File: src/fse_pkg.sv
// fse_pkg: shared constants and controller/datapath interface types
`timescale 1ns / 1ps

package fse_pkg;

  localparam int unsigned DEPTH_DEF      = 1024;
  localparam int unsigned DATA_WIDTH_DEF = 32;
  localparam int unsigned INDEX_W        = 10;
  localparam int unsigned SIZE_W         = 11;
  localparam int unsigned POS_W          = 10;

  localparam logic KIND_WRITE  = 1'b0;
  localparam logic KIND_SEARCH = 1'b1;

  typedef struct packed {
    logic wr;         // store the write item
    logic load;       // start a search
    logic fib_step;   // advance the fibonacci triple during setup
    logic probe_rd;   // read the probe entry
    logic probe_upd;  // narrow the range from the probe result
    logic final_rd;   // read the entry just past the offset
    logic final_upd;  // check the final entry
    logic out_load;   // move the result into the output register
  } fse_cmd_t;

  typedef struct packed {
    logic fm_lt_n;
    logic fm_gt_1;
    logic final_ok;
    logic e_lt;
    logic e_gt;
    logic out_free;
  } fse_status_t;

endpackage

File: src/fse_ctrl.sv
// fse_ctrl: search sequencer driving the datapath
`timescale 1ns / 1ps

module fse_ctrl (
  input  logic                 clk_i,
  input  logic                 rst_ni,
  input  logic                 in_valid_i,
  output logic                 in_stall_o,
  input  logic                 kind_i,
  input  fse_pkg::fse_status_t status_i,
  output fse_pkg::fse_cmd_t    cmd_o
);

  typedef enum logic [2:0] {
    ST_IDLE,
    ST_SETUP,
    ST_PROBE,
    ST_CMP,
    ST_FINAL_CMP,
    ST_DONE
  } state_e;

  state_e state_q, state_d;
  logic   accept;

  assign in_stall_o = (state_q != ST_IDLE);
  assign accept     = in_valid_i && (state_q == ST_IDLE);

  always_comb begin
    state_d = state_q;
    cmd_o   = '0;
    unique case (state_q)
      ST_IDLE: begin
        if (accept) begin
          if (kind_i == fse_pkg::KIND_SEARCH) begin
            cmd_o.load = 1'b1;
            state_d    = ST_SETUP;
          end else begin
            cmd_o.wr = 1'b1;
          end
        end
      end
      ST_SETUP: begin
        if (status_i.fm_lt_n) begin
          cmd_o.fib_step = 1'b1;
        end else begin
          state_d = ST_PROBE;
        end
      end
      ST_PROBE: begin
        priority if (status_i.fm_gt_1) begin
          cmd_o.probe_rd = 1'b1;
          state_d        = ST_CMP;
        end else if (status_i.final_ok) begin
          cmd_o.final_rd = 1'b1;
          state_d        = ST_FINAL_CMP;
        end else begin
          state_d = ST_DONE;
        end
      end
      ST_CMP: begin
        cmd_o.probe_upd = 1'b1;
        // equal ends the search at once
        state_d = (status_i.e_lt || status_i.e_gt) ? ST_PROBE : ST_DONE;
      end
      ST_FINAL_CMP: begin
        cmd_o.final_upd = 1'b1;
        state_d         = ST_DONE;
      end
      ST_DONE: begin
        if (status_i.out_free) begin
          cmd_o.out_load = 1'b1;
          state_d        = ST_IDLE;
        end
      end
      default: state_d = ST_IDLE;
    endcase
  end

  always_ff @(posedge clk_i or negedge rst_ni) begin
    if (!rst_ni) begin
      state_q <= ST_IDLE;
    end else begin
      state_q <= state_d;
    end
  end

endmodule

File: config.mk
export PLATFORM = sky130hd
export DESIGN_NAME = fse_ctrl
export DESIGN_NICKNAME = d
export VERILOG_FILES = /design/src/fse_pkg.sv /design/src/fse_ctrl.sv
export SDC_FILE = /design/constraint.sdc
export NUM_CORES = 1
export LEC_CHECK = 0
export BUFFER_PORTS_ARGS = -buffer_cell sky130_fd_sc_hd__buf_4
export CORE_AREA = 2 2 39 41
export DETAILED_ROUTE_END_ITERATION = 10
export DIE_AREA = 0 0 41 43
export HOLD_SLACK_MARGIN = 0.1
export SLEW_MARGIN = 20
export SYNTH_ARGS = -nofsm -noshare
export SYNTH_HDL_FRONTEND = slang
export SYNTH_SLANG_ARGS = --single-unit
File: constraint.sdc
create_clock -name clk_i -period 1.5 [get_ports clk_i]
set_clock_uncertainty 0.15 [all_clocks]
set_input_delay 0.375 -clock clk_i [delete_from_list [all_inputs] [get_ports clk_i]]
set_output_delay 0.375 -clock clk_i [all_outputs]
set_load 0.01 [all_outputs]
==> results of run 1 <==
-- layer usage --
metal | wire length (um) | GRT usage | share of wire | vias to the layer above
met5 | 0 | 0 | 0 | -
met4 | 17 | 0.100 | 0.021 | 0
met3 | 45 | 0.0471 | 0.054 | 2
met2 | 434 | 0.172 | 0.52 | 10
met1 | 330 | 0.156 | 0.40 | 158
li1 | - | - | - | 183
-- synthesized netlist by cell type (all sizes together) --
library cell,count
dfrtp,3
nor4b,2
o22ai,1
nor2,4
nor2b,1
and2,1
and3,1
a221o,1
nand2b,1
a2111oi,1
buf,2
a21oi,3
o211ai,1
nor3b,1
or3,1
a31o,1
nand2,3
nor3,2
inv,2
-- per-stage QoR --
stage / std cells / instance area, um^2 / setup slack, ps / setup TNS, ps
2_1_floorplan: 32 / 274 / -125 / -312
3_3_place_gp: 72 / 470 / -139 / -296
3_5_place_dp: 72 / 470 / -149 / -308
4_1_cts: 80 / 569 / -363 / -2280
5_1_grt: 80 / 579 / -400 / -2800
6_report: 80 / 579 / -356 / -2240
-- report_power, final --
| part | internal [uW] | switching [uW] |
|---|---|---|
| registers | 119 | 28.5 |
| logic | 437 | 322 |
| clock network | 100 | 49.2 |
| total | 656 | 400 |
-- repair_timing --
action                     in CTS  in global routing
cloned                          1                  0
setup buffers                   2                  0
hold endpoints to repair        3                  0
setup endpoints to repair       9                  9
gates resized for setup        10                  2
pin swaps                       2                  0
hold buffers                    1                  0
-- kinds of logic (layout without fill, tap and decap cells) --
family	after synthesis	count (layout)	synth area share
AOI/OAI and AO/OA	8	8	0.215
DFF	3	3	0.280
buffers and inverters	4	36	0.0981
and+or+nand+nor	17	17	0.407
-- area by class of cell --
cell class                      count  area, um^2  share of cell area
Timing Repair Buffer               30         244               0.421
Inverter                            2        7.51              0.0130
Tap cell                           16        20.0              0.0346
Multi-Input combinational cell     25         206               0.356
Sequential cell                     3        75.1               0.130
Clock buffer                        4        26.3              0.0454
-- worst register-to-register path: cells and delay by family, from the launching register on --
kind | cells | cell delay, ps
AOI/OAI and AO/OA | 1 | 310
DFF | 1 | 400
buffers and inverters | 2 | 280
and+or+nand+nor | 1 | 180
-- worst paths after layout --
kind	to	cells after the start
worst max-delay path	cmd_o[7]	3
worst min-delay path	state_q[2]	2
worst max register to register	state_q[0]	4
worst min register to register	state_q[1]	2
max in group asynchronous	state_q[1]	2
min in group clk_i	state_q[1]	3
==> summary.md, run 1 <==
| Metric | Value |
|---|---|
| Die W | `41 um` |
| WP buf/inv | `1` |
| Vias per cell | `4.41` |
| ANT nets after route | `0` |
| Routed wire length | `827 um` |
| Initial antenna violation count | `0` |
| Crit Path Category | `reg -> out` |
| Most frequent cells in the layout | `buf_4, buf_6, nor2_1` |
| CP max FO | `3` |
| Drt first-iter violations | `9` |
| CP max stage delay | `410 ps` |
| Max_cap viols | `0` |
| Gpl congestion | `0.760` |
| Largest register FFs | `3` |
| Tcrit/Tclk final | `1.24` |
| Worst hold path class | `in -> async` |
| Rel. slew slack | `0.776` |
| Wirelength per Cell | `10.3 um` |
| Worst-path cell with the longest stage delay | `or3_4` |
| Rows | `14` |
| CP startpoint | `state_q[2]` |
| Pwr dens | `1820 nW/um^2` |
| Core area | `1380 um^2` |
| Synth Instances | `32` |
| Final Hold Fails | `0` |
| Post-synth cell types | `21` |
| VDD IR max | `0.516 mV` |
| Seq/Total Area, Yosys | `0.280` |
| Synth area leaders | `dfrtp_1, nor4b_1, a21oi_1, nor2_1, nor3b_2` |
| RSZ-0062 raised after global routing | `true` |
| Largest Register | `state_q` |
| Initial core utilization | `0.193` |
| Clock Tree Buf Depth | `2` |
| Final min period | `1860 ps` |
| Final setup viols | `9` |
| Synthesized flop and latch total | `3` |
| CP top delay family | `simple AND/OR/NAND/NOR gates` |
| Clock buffer count from CTS | `3` |
| Area of the die | `1760 um^2` |
| Syn Area/Cell | `8.37 um^2` |
| Root buffer cell | `clkbuf_4` |
| Worst setup margin | `-356 ps` |
| Worst path required time | `970 ps` |
| Max Slew Vio Count | `0` |
| Post-DP HPWL | `620 um` |
| Most common cell after layout, fill and taps aside | `buf_4` |
| Port bufs | `18` |
| Mapped Area | `268 um^2` |
| Share of cells above drive strength 1 | `0.656` |
| Area grow syn2layout | `116%` |
| Largest net degree at the start of global routing | `9` |
| IO Count | `19` |
| Critical R2R Launch | `state_q[0]` |
| Skew-Pair Late Insertion Delay | `240 ps` |
| Crit-path cells | `or3_4 > nor3b_4 > buf_4` |
| Reg clk slew, reported paths | `40 ps` |
| Clock sink count | `3` |
| Syn_nets | `42` |
| Vias in the first global route | `345` |
| Worst Max-Slew Pin Slew | `336 ps` |
| Total chip power | `1060 uW` |
| Max Fclk | `539 MHz` |
| Via count | `353` |
| Setup crit end kind | `output port` |
| Yosys top cell area share | `0.280` |
| Critical path launch point type | `flop` |
| Post-route DRC | `0` |
| P_leak | `0.000275 uW` |
| WP data arrival | `1330 ps` |
| Failing checks | `negative setup slack` |
| First-pass GRT wire length | `1430 um` |
| Biggest regs | `state_q: 3 flops` |
| Tot GR Track Use | `0.128` |
| Die Ht | `43 um` |
| Fin nets | `75` |
| Gr ovfl total | `0` |
| FF-to-FF setup slack | `60 ps` |
| Final core occ | `0.419` |
| H-tree depth | `1` |
| Hold Slack | `308 ps` |
| Status | `finished with violations` |
| # diodes | `0` |
| First-pass detailed-route iteration total | `4` |
| Post-synth top area cell | `dfrtp_1` |
| Ys Warns | `0` |
| Fillers | `152` |
| CTS tree | `yes` |
No activity file was read; power rests on OpenSTA's default activity.
==> run 2: changes to the inputs <==
TNS_END_PERCENT = 30   (was not set)
==> run 2 against run 1 <==
Compared with the run above: the run still ends with negative setup slack left; via count increased by 5.1%; non-clock buffer count unchanged; first-iteration DRC count unchanged; global-route usage increased by 0.91 points; die area unchanged; final area increased by 2.6%; critical endpoint unchanged; largest power group unchanged.
==> summary.md, run 2 (synthesis gave the netlist of run 1 again) <==
| Metric | Value |
|---|---|
| Worst setup margin | `-369 ps (-12.6 ps)` |
| Final Hold Fails | `0 (unchanged)` |
| ANT nets after route | `0 (unchanged)` |
| Gpl congestion | `0.760 (about the same)` |
| Failing checks | `negative setup slack` |
| IO Count | `19 (unchanged)` |
| CP max stage delay | `420 ps (about the same)` |
| First-pass GRT wire length | `1520 um (+6.7%)` |
| Port bufs | `18 (unchanged)` |
| Fin nets | `75 (unchanged)` |
| P_leak | `0.000279 uW (+1.3%)` |
| Storage cell area | `75.1 um^2 (unchanged)` |
| Post-route DRC | `0 (unchanged)` |
| Max Fclk | `535 MHz (-0.67%)` |
| Vias in the first global route | `353 (+2.3%)` |
| Tcrit/Tclk final | `1.25 (+0.00837)` |
| RSZ-0062 raised after global routing | `true` |
| Skew-Pair Late Insertion Delay | `240 ps (about the same)` |
| Multi-input gate area | `215 um^2 (+4.2%)` |
| Rel. slew slack | `0.815 (+0.0395)` |
| Tot GR Track Use | `0.137 (+0.00906)` |
| Clk pwr share | `0.136 (-0.005)` |
| Routed wire length | `964 um (+17%)` |
| Vias per cell | `4.64 (+5.1%)` |
| Largest Register | `state_q` |
| Core area | `1380 um^2 (unchanged)` |
| Die Ht | `43 um (unchanged)` |
| Crit-path cells | `or3_4 > nor3b_4 > buf_4` |
| Status | `finished with violations` |
| Worst-path cell with the longest stage delay | `or3_4` |
| Comb pwr share | `0.733 (+0.014)` |
| Crit Path Category | `reg -> out` |
| Pre-CTS setup slack | `-155 ps (-6.64 ps)` |
| Clock buffer count from CTS | `3 (unchanged)` |
| Clock Tree Buf Depth | `2 (unchanged)` |
| First-pass detailed-route iteration total | `4 (unchanged)` |
| Max Slew Vio Count | `0 (unchanged)` |
| Share of cells above drive strength 1 | `0.703 (+0.0469)` |
| Post-DP HPWL | `627 um (+1.1%)` |
| Rows | `14 (unchanged)` |
| Most frequent cells in the layout | `buf_4, buf_6, a21oi_1, clkbuf_4, dfrtp_1` |
| Initial core utilization | `0.193 (unchanged)` |
| VDD IR max | `0.595 mV (+15%)` |
| WP data arrival | `1340 ps (about the same)` |
| Die W | `41 um (unchanged)` |
| CTS tree | `yes` |
| Sequential power share | `0.131 (-0.009)` |
| Largest register FFs | `3 (unchanged)` |
| H-tree depth | `1 (unchanged)` |
| Clock sink count | `3 (unchanged)` |
| Most common cell after layout, fill and taps aside | `buf_4` |
| Switching share of power | `0.391 (+0.0117)` |
| Via count | `371 (+5.1%)` |
| CP max FO | `3 (unchanged)` |
| WP buf/inv | `1 (unchanged)` |
| Initial antenna violation count | `0 (unchanged)` |
| Critical path launch point type | `flop` |
| Final core occ | `0.429 (+0.0109)` |
| Gr ovfl total | `0 (unchanged)` |
| Area grow syn2layout | `122%` |
| Area of the die | `1760 um^2 (unchanged)` |
| Worst hold path class | `in -> async` |
| P_int | `669 uW (+2.0%)` |
| Fillers | `136 (-11%)` |
| P_sw | `429 uW (+7.2%)` |
| Wirelength per Cell | `12.1 um (+17%)` |
| Worst Max-Slew Pin Slew | `277 ps (-58.9 ps)` |
| Final min period | `1870 ps (+12.6 ps)` |
| Largest net degree at the start of global routing | `10 (+1)` |
| Pwr dens | `1850 nW/um^2 (+1.3%)` |
| Max_cap viols | `0 (unchanged)` |
| Setup crit end kind | `output port` |
| Drt first-iter violations | `9 (unchanged)` |
| Root buffer cell | `clkbuf_4` |
| CP top delay family | `simple AND/OR/NAND/NOR gates` |
| # diodes | `0 (unchanged)` |
| Reg clk slew, reported paths | `40 ps (about the same)` |
| Worst path required time | `970 ps (about the same)` |
| Biggest regs | `state_q: 3 flops` |
| Final setup viols | `9 (unchanged)` |
==> run 2: power by group through the flow <==
| stage | Sequential (uW) | Clock (uW) | Combinational (uW) |
|---|---|---|---|
| final | 144 | 149 | 805 |
| after global routing | 150 | 164 | 854 |
| after CTS | 149 | 153 | 706 |
| after floorplan | 149 | 0 | 332 |
| after detailed placement | 148 | 0 | 592 |
| after global placement | 144 | 0 | 597 |
==> run 2: metrics by stage <==
stage	power, uW	hold slack [ps]	instances	setup TNS, ps	area [um^2]
finish	1100	308	80	-2450	594
global route	1170	313	80	-2890	594
CTS	1010	308	78	-2080	557
detailed placement	741	15.8	72	-323	470
global placement	741	15.9	72	-295	470
floorplan	480	-70.6	32	-312	274
==> run 2: worst paths after layout <==
path | start | to | slack (ps) | cells after the start
setup / recovery | state_q[0] | cmd_o[7] | -370 | 3
hold / removal | rst_ni | state_q[1] | 310 | 2
setup reg to reg | state_q[0] | state_q[0] | 0 | 5
hold reg to reg | state_q[1] | state_q[1] | 520 | 2
max in group asynchronous | rst_ni | state_q[2] | 800 | 2
min in group clk_i | status_i[5] | state_q[1] | 330 | 3
==> run 2: timing repair <==
item | in CTS | in global routing
pin swaps | 4 | 4
setup buffers | 1 | 2
hold endpoints to repair | 3 | 0
hold buffers | 1 | 0
gates resized for setup | 10 | 6
gates cloned | 0 | 0
setup endpoints to repair | 9 | 9
==> run 2: final cells by class <==
type | count | share of cell area
inverters | 2 | 0.0126
multi-input cells | 25 | 0.362
repair buffers | 30 | 0.421
flip-flops and latches | 3 | 0.126
clock buffers | 4 | 0.0442
well taps | 16 | 0.0337
==> run 2: per-layer routing <==
metal	GRT usage	vias to the layer above	part of all wire
li1	-	182	-
met1	0.143	177	0.35
met2	0.213	10	0.59
met3	0.0471	2	0.039
met4	0.100	0	0.018
met5	0	-	0
==> run 3: changes to the inputs <==
ABC_AREA = 1   (was not set)
==> run 3 against run 2 <==
Compared with the run above: the run still ends with negative setup slack left; total power is 16% lower; routed wire length is 13% lower; combinational power is 24% lower; global-route usage is 2.7 points lower; via count is 5.9% higher; critical path type unchanged; largest power group unchanged.
==> summary.md, run 3 <==
| Metric | Value |
|---|---|
| IO Count | `19 (unchanged)` |
| Die W | `41 um (unchanged)` |
| Max Fclk | `595 MHz (+11%)` |
| Rel. slew slack | `0.842 (+0.0269)` |
| Ys Warns | `0 (unchanged)` |
| Syn_nets | `58 (+38%)` |
| Syn Area/Cell | `6.41 um^2 (-23%)` |
| Area of the die | `1760 um^2 (unchanged)` |
| Seq/Total Area, Yosys | `0.244 (-0.0365)` |
| Final min period | `1680 ps (-189 ps)` |
| Worst-path cell with the longest stage delay | `dfrtp_2` |
| Clock buffer count from CTS | `3 (unchanged)` |
| Placed Area | `474 um^2 (+0.80%)` |
| Failing checks | `negative setup slack` |
| Synth Area in Simple Gates | `0.565 (+0.158)` |
| Fillers | `149 (+9.6%)` |
| VDD IR max | `0.491 mV (-17%)` |
| Area grow syn2layout | `85.8%` |
| CP max FO | `5 (+2)` |
| Reg clk slew, reported paths | `40 ps (about the same)` |
| Mapped Area | `308 um^2 (+15%)` |
| Final core occ | `0.413 (-0.0163)` |
| Initial core utilization | `0.222 (+0.0289)` |
| Largest net degree at the start of global routing | `9 (-1)` |
| Root buffer cell | `clkbuf_4` |
| Skew-Pair Late Insertion Delay | `230 ps (about the same)` |
| Critical R2R Launch | `state_q[2]` |
| Mux cell area share after synthesis | `0 (unchanged)` |
| Gr ovfl total | `0 (unchanged)` |
| Via count | `393 (+5.9%)` |
| Placed instance count | `84 (+17%)` |
| Total chip power | `923 uW (-16%)` |
| First-pass detailed-route iteration total | `4 (unchanged)` |
| RSZ-0062 raised after global routing | `true` |
| First-pass GRT wire length | `1300 um (-15%)` |
| Worst path required time | `970 ps (about the same)` |
| Most used DFF post-synth | `dfrtp_1` |
| Post-synth cell types | `17 (-19%)` |
| Worst setup margin | `-180 ps (+189 ps)` |
| CP max stage delay | `450 ps (+30 ps)` |
| Post-synth EDFFs | `0 (unchanged)` |
| Vias in the first global route | `346 (-2.0%)` |
| Worst hold path class | `in -> async` |
| Die Ht | `43 um (unchanged)` |
| Post-route DRC | `0 (unchanged)` |
| Top Usage Layer GRT | `met2` |
| Routed wire length | `842 um (-13%)` |
| Met1 usage | `0.126 (-0.0171)` |
| Rows | `14 (unchanged)` |
| Clock sink count | `3 (unchanged)` |
| Worst Max-Slew Pin Slew | `235 ps (-41.8 ps)` |
| Post-DP HPWL | `631 um (+0.59%)` |
| CTS tree | `yes` |
| Most frequent cells in the layout | `buf_4, nand2_1, nor2_1` |
| P_leak | `0.000319 uW (+15%)` |
| ANT nets after route | `0 (unchanged)` |
| Synth Area in Adders | `0 (unchanged)` |
| Setup crit end kind | `output port` |
| Vias per cell | `4.27 (-7.9%)` |
| Top cell types by occurrence after synthesis | `nand2_1, nor2_1, inv_1` |
| Initial antenna violation count | `0 (unchanged)` |
| Tot GR Track Use | `0.110 (-0.0274)` |
| Synth area leaders | `dfrtp_1, nand2_1, nor2_1, inv_1, nand3_1` |
| Status | `finished with violations` |
| Core area | `1380 um^2 (unchanged)` |
| Max_cap viols | `0 (unchanged)` |
| Final Hold Fails | `0 (unchanged)` |
| Crit-path cells | `nor4_2 > buf_4` |
| Final non-filler cell area | `572 um^2 (-3.8%)` |
| Largest register FFs | `3 (unchanged)` |
| # diodes | `0 (unchanged)` |
| Post-synth top area cell | `dfrtp_1` |
| Largest Register | `state_q` |
| Yosys top cell area share | `0.244 (-0.0365)` |
| Reg2Reg Capture Point | `state_q[1]` |
| Synth Instances | `48 (+50%)` |
| H-tree depth | `1 (unchanged)` |
| Synthesized flop and latch total | `3 (unchanged)` |
| Tcrit/Tclk final | `1.12 (-0.126)` |
| Fin nets | `87 (+16%)` |
| Critical path launch point type | `flop` |
| Max Slew Vio Count | `0 (unchanged)` |
| Largest family of logic cells by synthesized area | `simple AND/OR/NAND/NOR gates` |
| XOR/XNOR Fraction of Synth Area | `0 (unchanged)` |
| Most common cell after layout, fill and taps aside | `buf_4` |
| Post-synthesis compound-gate area fraction | `0.0325 (-0.182)` |
| Setup_tns | `-1240 ps (+1210 ps)` |
| GR Util met2 | `0.163 (-0.0500)` |
| FF-to-FF setup slack | `190 ps (+190 ps)` |
| Layout Cells excl Fill | `92 (+15%)` |
| Crit Path Category | `reg -> out` |
| Count leader, synth | `nand2_1` |
| Biggest regs | `state_q: 3 flops` |
| Grt met3 use | `0.0314 (-0.0157)` |
| Final setup viols | `9 (unchanged)` |
| Pwr dens | `1610 nW/um^2 (-13%)` |
| Reg2reg path depth | `7 (+2)` |
| Gpl congestion | `0.760 (about the same)` |
| Drt first-iter violations | `1 (-8)` |
| Async set-reset flop share out of synthesis | `1.00 (unchanged)` |
| Port bufs | `18 (unchanged)` |
| Share of cells above drive strength 1 | `0.605 (-0.0979)` |
| WP data arrival | `1160 ps (-180 ps)` |
| Wirelength per Cell | `9.15 um (-24%)` |
| Clock Tree Buf Depth | `2 (unchanged)` |
==> run 3: cell types whose count changed in the layout (fill, tap and decap cells not counted), sizes merged, moves of 2 or more <==
cell   change
buf        -5
inv        +8
nor4b      -2
nand3      +5
nor2       +6
nand4      +3
a21oi      -2
nand2      +8
==> run 3: timing repair <==
item                                   in CTS  in global routing
pin swaps                                   3                  4
setup buffers                               3                  0
setup endpoints to repair                   9                  9
hold buffers                                1                  0
resized for setup                           6                  8
cloned                                      0                  0
endpoints found under the hold margin       3                  0
==> run 3: critical path: cells and delay by family (launching register included) <==
kind          cells  cell delay [ps]
buf+inv           1              170
simple gates      1              310
flops             1              450
==> run 3: cells by family (layout without fill, tap and decap cells) <==
group                  after synthesis  after routing
AND/OR/NAND/NOR                     32             32
buffers and inverters               11             39
flip-flops                           3              3
AO/OA/AOI/OAI                        2              2
==> run 3: layout make-up <==
class / instances / area, um^2 / share of cell area
Inverter: 10 / 45.0 / 0.0788
Sequential cell: 3 / 77.6 / 0.136
Clock buffer: 4 / 26.3 / 0.0460
Timing Repair Buffer: 25 / 198 / 0.346
Tap cell: 16 / 20.0 / 0.0350
Multi-Input combinational cell: 34 / 205 / 0.359
==> run 3: power breakdown <==
group	internal [uW]	leakage [uW]	switching [uW]
clock network	99.4	0.0000150	37.1
registers	119	0.0000359	58.1
logic	296	0.000269	313
==> run 3: how the worst max path moves through the flow <==
stage               endpoint   startpoint  cells after the start
detailed placement  cmd_o[2]  status_i[4]                      5
global route        cmd_o[2]   state_q[2]                      2
floorplan           cmd_o[2]   state_q[0]                      2
global placement    cmd_o[2]  status_i[4]                      5
CTS                 cmd_o[7]   state_q[2]                      6
finish              cmd_o[2]   state_q[2]                      2
==> run 3: stage by stage <==
step	hold slack, ps	setup WS [ps]
after detailed placement	16.7	19.1
after global routing	333	-238
after CTS	315	-182
after global placement	16.3	-2.96
after floorplan	-70.6	53.6
final	323	-180
==> run 3: routing by layer <==
layer / share of wire / routed length (um)
met5: 0 / 0
met4: 0 / 0
met3: 0.056 / 47
met2: 0.57 / 483
met1: 0.37 / 312
